<file path="src/rtl/alhc_pkg.sv">
// ----------------------------------------------------------------------------
// alhc_pkg
// Widths, constants and tables of the heat-map colorizer.
// ----------------------------------------------------------------------------
`default_nettype none

package alhc_pkg;

    localparam int COLOR_STOPS = 7;
    localparam int STOP_MUL    = COLOR_STOPS - 1;
    localparam int LOG_N       = 256;
    localparam int LOG_B       = $clog2(LOG_N);
    localparam int ROM_AW      = LOG_B + 1;

    localparam int SQ_W     = 34;
    localparam int RAD_W    = SQ_W + 16;
    localparam int ROOT_W   = RAD_W / 2;
    localparam int REM_W    = ROOT_W + 3;
    localparam int SQ_PER   = 5;
    localparam int SQ_STG   = ROOT_W / SQ_PER;

    localparam int PL_W  = ROOT_W + 16;
    localparam int X_W   = 58;
    localparam int E_W   = 5;
    localparam int EN    = X_W - 32;
    localparam int G_W   = 22;
    localparam int P_W   = G_W + 16;
    localparam int N_W   = P_W - 16;
    localparam int D_W   = N_W + 32;
    localparam int S_W   = 21;
    localparam int J_W   = 5;

    localparam logic [15:0] LN2_Q16    = 16'd45426;
    localparam logic [16:0] ONE_Q16    = 17'd65536;
    localparam logic [15:0] OFFSET_Q16 = 16'd9830;
    localparam logic [31:0] RECIP10    = 32'hCCCCCCCD;

    localparam logic REG_INV = 1'b0;
    localparam logic [31:0] INV_RESET = 32'd65536;

    // stop colors, bit 2 red, bit 1 green, bit 0 blue
    typedef logic [2:0] t_stops [16];
    localparam t_stops STOP_RGB = '{
        3'b000, 3'b001, 3'b011, 3'b010, 3'b110, 3'b100, 3'b111, 3'b111,
        3'b111, 3'b111, 3'b111, 3'b111, 3'b111, 3'b111, 3'b111, 3'b111
    };

    typedef logic [16:0] t_rom [LOG_N + 1];

    function automatic t_rom build_log_rom();
        t_rom        v_rom;
        logic [63:0] v_y;
        logic [16:0] v_r;
        for (int k = 0; k <= LOG_N; k++) begin
            if (k == LOG_N) begin
                v_rom[k] = ONE_Q16;
            end else begin
                v_y = (64'd1 << 30) + ((64'(k) << 30) / LOG_N);
                v_r = '0;
                for (int n = 0; n < 16; n++) begin
                    v_y = (v_y * v_y) >> 30;
                    v_r = {v_r[15:0], 1'b0};
                    if (v_y >= (64'd2 << 30)) begin
                        v_y = v_y >> 1;
                        v_r[0] = 1'b1;
                    end
                end
                v_rom[k] = v_r;
            end
        end
        return v_rom;
    endfunction

    localparam t_rom LOG_ROM = build_log_rom();

endpackage

`default_nettype wire

</file>
<file path="src/rtl/alhc_sqrt_pipe.sv">
// ----------------------------------------------------------------------------
// alhc_sqrt_pipe
// Pipelined digit-by-digit integer square root of (sq << 16).
// ----------------------------------------------------------------------------
`default_nettype none

module alhc_sqrt_pipe (
    input  wire logic                          i_clk,
    input  wire logic                          i_rst_n,
    input  wire logic                          i_en,
    input  wire logic                          i_vld,
    input  wire logic [alhc_pkg::SQ_W-1:0]     i_sq,
    input  wire logic                          i_last,
    output logic                               o_vld,
    output logic [alhc_pkg::ROOT_W-1:0]        o_root,
    output logic                               o_last
);

    logic [alhc_pkg::REM_W-1:0]  r_rem  [alhc_pkg::SQ_STG];
    logic [alhc_pkg::ROOT_W-1:0] r_root [alhc_pkg::SQ_STG];
    logic [alhc_pkg::SQ_W-1:0]   r_sq   [alhc_pkg::SQ_STG];
    logic                        r_last [alhc_pkg::SQ_STG];
    logic                        r_vld  [alhc_pkg::SQ_STG];

    for (genvar g = 0; g < alhc_pkg::SQ_STG; g++) begin : g_stg
        logic [alhc_pkg::REM_W-1:0]  w_rem_in;
        logic [alhc_pkg::ROOT_W-1:0] w_root_in;
        logic [alhc_pkg::SQ_W-1:0]   w_sq_in;
        logic                        w_last_in;
        logic                        w_vld_in;
        logic [alhc_pkg::REM_W-1:0]  n_rem;
        logic [alhc_pkg::ROOT_W-1:0] n_root;

        if (g == 0) begin : g_first
            assign w_rem_in  = '0;
            assign w_root_in = '0;
            assign w_sq_in   = i_sq;
            assign w_last_in = i_last;
            assign w_vld_in  = i_vld;
        end else begin : g_next
            assign w_rem_in  = r_rem[g-1];
            assign w_root_in = r_root[g-1];
            assign w_sq_in   = r_sq[g-1];
            assign w_last_in = r_last[g-1];
            assign w_vld_in  = r_vld[g-1];
        end

        always_comb begin
            logic [alhc_pkg::RAD_W-1:0] v_rad;
            logic [alhc_pkg::REM_W-1:0] v_trial;
            int                         k;
            v_rad  = {w_sq_in, 16'b0};
            n_rem  = w_rem_in;
            n_root = w_root_in;
            for (int s = 0; s < alhc_pkg::SQ_PER; s++) begin
                k       = alhc_pkg::ROOT_W - 1 - g * alhc_pkg::SQ_PER - s;
                n_rem   = {n_rem[alhc_pkg::REM_W-3:0], v_rad[2*k+1 -: 2]};
                v_trial = alhc_pkg::REM_W'({n_root, 2'b01});
                if (n_rem >= v_trial) begin
                    n_rem  = n_rem - v_trial;
                    n_root = {n_root[alhc_pkg::ROOT_W-2:0], 1'b1};
                end else begin
                    n_root = {n_root[alhc_pkg::ROOT_W-2:0], 1'b0};
                end
            end
        end

        always_ff @(posedge i_clk) begin
            if (!i_rst_n) begin
                r_vld[g] <= 1'b0;
            end else if (i_en) begin
                r_vld[g] <= w_vld_in;
            end
        end

        always_ff @(posedge i_clk) begin
            if (i_en) begin
                r_rem[g]  <= n_rem;
                r_root[g] <= n_root;
                r_sq[g]   <= w_sq_in;
                r_last[g] <= w_last_in;
            end
        end
    end

    assign o_vld  = r_vld[alhc_pkg::SQ_STG-1];
    assign o_root = r_root[alhc_pkg::SQ_STG-1];
    assign o_last = r_last[alhc_pkg::SQ_STG-1];

endmodule

`default_nettype wire

</file>
<file path="config.mk">
export PLATFORM = sky130hd
export DESIGN_NAME = alhc_sqrt_pipe
export DESIGN_NICKNAME = d
export VERILOG_FILES = /design/src/rtl/alhc_pkg.sv /design/src/rtl/alhc_sqrt_pipe.sv
export SDC_FILE = /design/constraint.sdc
export NUM_CORES = 1
export LEC_CHECK = 0
export ABC_AREA = 1
export BUFFER_PORTS_ARGS = -buffer_cell sky130_fd_sc_hd__buf_2
export CAP_MARGIN = 20
export CELL_PAD_IN_SITES_DETAIL_PLACEMENT = 2
export CELL_PAD_IN_SITES_GLOBAL_PLACEMENT = 2
export CORE_MARGIN = 10
export CORE_UTILIZATION = 30
export CTS_BUF_LIST = sky130_fd_sc_hd__clkbuf_16
export DETAILED_ROUTE_END_ITERATION = 8
export GPL_ROUTABILITY_DRIVEN = 0
export PLACE_DENSITY_LB_ADDON = 0.1
export SYNTH_ARGS = -nofsm -noshare
export SYNTH_HDL_FRONTEND = slang
export SYNTH_SLANG_ARGS = --single-unit
</file>
<file path="constraint.sdc">
create_clock -name i_clk -period 26 [get_ports i_clk]
set_input_delay 2.6 -clock i_clk [delete_from_list [all_inputs] [get_ports i_clk]]
set_output_delay 2.6 -clock i_clk [all_outputs]
set_load 0.1 [all_outputs]
</file>
[Word-level counts from Yosys, hierarchy flattened]
Memories as Yosys holds them, arrays and structs flattened.
Cells that the tools add are included.
Storage, ports and cells
  output and inout bits: 27
  bits in latches: 0
  bits in writable memories: 445
  bits in read-only memories: 0
  bits in registers: 0
  word-level logic and storage cells: 120
  memories kept: 5
Memories
  r_sq: words 5, width 34, read ports 4, clocked after Yosys merged registers in 0, write ports 5, line alhc_sqrt_pipe.sv:21  | logic [alhc_pkg::SQ_W-1:0] r_sq [alhc_pkg::SQ_STG];
  r_rem: words 5, width 28, read ports 4, clocked after Yosys merged registers in 0, write ports 5, line alhc_sqrt_pipe.sv:19  | logic [alhc_pkg::REM_W-1:0] r_rem [alhc_pkg::SQ_STG];
  r_root: words 5, width 25, read ports 5, clocked after Yosys merged registers in 0, write ports 5, line alhc_sqrt_pipe.sv:20  | logic [alhc_pkg::ROOT_W-1:0] r_root [alhc_pkg::SQ_STG];
  r_last: words 5, width 1, read ports 5, clocked after Yosys merged registers in 0, write ports 5, line alhc_sqrt_pipe.sv:22  | logic r_last [alhc_pkg::SQ_STG];
  r_vld: words 5, width 1, read ports 5, clocked after Yosys merged registers in 0, write ports 5, line alhc_sqrt_pipe.sv:23  | logic r_vld [alhc_pkg::SQ_STG];
Cells by class
  shift-type cells: 0
  div/mod/pow operators: 0
  reductions and logical operators: 0
  $add $sub $neg: 25
  muxes and demuxes: 60
  bitwise gates (word level): 5
  equal/unequal tests: 0
  $lt $le $gt $ge: 25
  multipliers: 0
Operators with widths (number)
  $ge 28x27->1: 20
  $mux 26: 20
  $sub 26x26->26: 16
  $mux 28: 5
  $sub 28x27->28: 4
  $mux 1: 35
  $ge 28x3->1: 1
  $ge 28x4->1: 1
  $ge 28x5->1: 1
  $ge 28x6->1: 1
  $sub 28x6->28: 1
  $sub 26x3->26: 1
  $sub 26x4->26: 1
  $sub 26x5->26: 1
  $or 1x1->1: 5
  $sub 2x1->3 const B: 1
  $ge 2x1->1 const B: 1

[Depth between registers and ports, before layout]
An unclocked memory read counts as a cell.
  depth in word-level cells: 11
  mapped depth: 97
  gate-level depth less buffers: 92

[Worst setup path after synthesis]
Ideal clock, no wire load.
  path kind: register to register
  start: mem r_rem[0][85] (netlist bit)
  end: mem r_root[0][100] (netlist bit) (data pin)
  arrival time: 13.292 ns
  stages on the path, launching flop included: 93
  path slack: 12.455 ns
  period minus slack after synthesis: 13.545 ns
  cells stage by stage: edfxtp_1 -> inv_1 -> ha_1 -> inv_1 -> fa_1 -> o21ai_1 -> nand2_1 -> nand2_1 -> a21boi_1 -> o21ai_0 -> a21oi_1 -> o21ai_1 -> nand2_1 -> nand3_1 -> nor2_1 -> clkbuf_1 -> clkbuf_1 -> nand2_1 -> [... 57 more ...] -> nand2_1 -> nor2_1 -> nand2_1 -> clkbuf_1 -> buf_1 -> o21ai_0 -> ha_1 -> nand2_1 -> nor2_1 -> a211oi_1 -> o221a_2 -> nand2_1 -> nand2_1 -> nand2_1 -> nand2_1 -> nand2_1 -> nand2_1 -> nand2_1
RTL lines (line)
  from (decl): alhc_sqrt_pipe.sv:19
  to (decl): alhc_sqrt_pipe.sv:20

==> reports/results.ini <==
[critical_path]
crit_top_cell = nand2_1
setup.worst_path.end_class = flip-flop
path_depth = 92
cp.arrival_ns = 18.86
worst_setup_path_start_kind = flip-flop
r2r_setup_slack_ns = 7.51
path_max_fanout = 46
cp_slowest_cell = clkinv_1
critPathBufInv = 14
worst_ep_required_time_ns = 26.37
cp_top_family = compound AO/OA/AOI/OAI gates
worstSetupPathType = flip-flop to flip-flop
r2r_cells = 92
slowest_delay_ns = 0.80

[logic_synthesis]
synthXorXnorAreaFrac = 0.0653
synth.distinct_cells = 67
synth_area_per_cell_um2 = 6.20
synth_compound_area_frac = 0.141
netlist_instances = 5596
synth-seq-cells = 230
synth_edf_count = 229
yosys_warnings = 0
synth_area_um2 = 34700
synth_seq_area_share = 0.199
synth_top_family_by_area = simple AND/OR/NAND/NOR gates
async_flop_share = 0
synthAdderAreaFrac = 0.122
synth_ff_type = edfxtp_1
synthMuxAreaShare = 0.000288
synthSimpleGateAreaFrac = 0.372

[placed_design]
preCtsSetupSlack_ns = 7.52
dp_hpwl_mm = 125
io_buffers = 65

[clock_tree]
clk_pin_slew_worst_paths_ns = 0.06
htreeDepth = 1
postCtsSetupBuffers = 0
clk_latency_ns = 0.66
clock-root-buffer = clkbuf_16
cts_tree = yes
cts_buffers = 31
cts.path.max_buffers = 3
cts_resized = 0
hold_buffers = 0
cts.sinks = 230

[global_routing]
overflow = 0
grt_pass1_vias = 38900
antenna_found_initial = 6
grt_first_pass_wirelength_mm = 229
grt_max_degree = 65
grt_use_total = 0.219

[timing]
worstMarginPinSlew_ns = 0.891
slew_headroom = 0.406
setup_viol = 0
period_needed_ns = 18.49
fin_setup_tns_ns = 0
hold_viol_final = 0
report.final.slew_viol_count = 0
setup_slack_ns = 7.51
finalCritPeriodShare = 0.711
finClkSkew_ns = 0.0492
rsz0062_at_grt = no
fmax_ghz = 0.0541

[worst_hold_path]
hold_class = flip-flop to flip-flop
whs_path_depth = 0

[finish]
area_growth_pct = 8.63
multi_input_area_um2 = 24400
fill_cells = 14300
drive_gt1_frac = 0.0606
seqCellArea_um2 = 6900
antenna_cells = 0
fin_nets = 6014

[die]
design.core.area_um2 = 115000
initial_core_util = 0.303
die_h_um = 360
die_width_um = 360
die_area_um2 = 130000
fp-row-count = 124
io_pins = 66

[detailed_routing]
post_drt_wl_per_cell_um = 20.5
first_pass_iters = 5
totalWireLength_mm = 147
num_vias = 37200
drt_iter0_markers = 1839
drc = 0
via_per_inst = 5.18
antenna_left = 0

[run_status]
outcome = finished, final reports clean

[run]
drv_cap = 0

## synthesized netlist by cell type, types with 5 or more instances
cell type / number / area [µm²]
o21ai_0: 380 / 1900
nand2_4: 12 / 135
edfxtp_1: 229 / 6880
a21oi_1: 366 / 1830
inv_2: 33 / 124
o21ai_2: 10 / 87.6
xnor2_1: 141 / 1230
o211ai_1: 16 / 120
xor2_1: 118 / 1030
inv_1: 764 / 2870
and2_1: 11 / 68.8
ha_1: 332 / 4150
nor2_2: 28 / 175
nor2_4: 10 / 113
nand2_1: 1608 / 6040
a21boi_0: 10 / 75.1
a21o_1: 8 / 60.1
nor3_1: 78 / 390
o2111ai_1: 5 / 43.8
o21ai_1: 25 / 125
buf_2: 13 / 65.1
clkbuf_1: 31 / 116
nand3_2: 31 / 310
buf_4: 9 / 67.6
nand4_1: 122 / 763
a31oi_1: 14 / 87.6
nor2_1: 583 / 2190
nand3_1: 381 / 1910
buf_6: 13 / 146
o21bai_1: 22 / 165
nand2_2: 48 / 300
nor4_1: 12 / 75.1
clkinv_1: 6 / 22.5
o21a_1: 22 / 165
or2_2: 24 / 150
nand3b_1: 29 / 218
a211oi_1: 6 / 45.0
## per-stage QoR
stage          utilization  hold slack (ns)  std cells  cell area [µm²]
6_report             0.329            0.418       7176            37700
3_5_place_dp         0.320            0.406       7118            36600
5_1_grt              0.329            0.423       7176            37700
4_1_cts              0.329            0.420       7176            37700
3_3_place_gp         0.319            0.401       7117            36600
2_1_floorplan            -            0.400       5598            34700
## kinds of logic (layout without fill, tap and decap cells)
family / Yosys count / after routing
multiplexers: 1 / 1
AO/OA/AOI/OAI: 905 / 905
buffers and inverters: 878 / 944
flip-flops: 230 / 230
other: 1 / 3
XOR/XNOR: 259 / 259
adder cells (fa/ha/maj): 336 / 336
AND/OR/NAND/NOR: 2986 / 2986
## layout by cell type, fill, tap and decap left out, types with 30 or more instances in the layout
| master | count |
|---|---|
| a21oi_1 | 366 |
| buf_2 | 64 |
| clkbuf_16 | 31 |
| edfxtp_1 | 229 |
| ha_1 | 332 |
| inv_1 | 765 |
| inv_2 | 33 |
| nand2_1 | 1608 |
| nand2_2 | 48 |
| nand3_1 | 381 |
| nand3_2 | 31 |
| nand4_1 | 122 |
| nor2_1 | 580 |
| nor2_2 | 30 |
| nor3_1 | 78 |
| o21ai_0 | 380 |
| xnor2_1 | 141 |
| xor2_1 | 118 |
## metal layers
| layer | vias to the layer above | global-route usage | share of wire |
|---|---|---|---|
| li1 | 18500 | - | - |
| met1 | 18200 | 0.311 | 0.51 |
| met3 | 103 | 0.0230 | 0.031 |
| met2 | 386 | 0.355 | 0.44 |
| met5 | - | 0 | 0 |
| met4 | 0 | 0.0413 | 0.020 |
## area by class of cell
class | count | area share
clock inverter | 27 | 0.00790
sequential | 230 | 0.183
multi-input combinational | 4490 | 0.646
timing repair buffer | 81 | 0.0126
tap | 1512 | 0.0502
clock buffer | 31 | 0.0206
inverter | 805 | 0.0802
## flip-flops by register name, indices dropped and copies added, names as in the netlist
register / count
r_rem: 104
r_root: 74
r_sq: 42
r_last: 5
r_vld: 5
## worst paths after layout
| path | from | to |
|---|---|---|
| max | r_rem[0][85] | r_root[0][100] |
| min | r_sq[0][8] | r_sq[0][42] |
| max reg2reg | r_rem[0][85] | r_root[0][100] |
| min reg2reg | r_sq[0][8] | r_sq[0][42] |
Power is left out: the tool's default activity adds up to more than one toggle a clock period on the data nets, which glitch-free logic cannot reach.
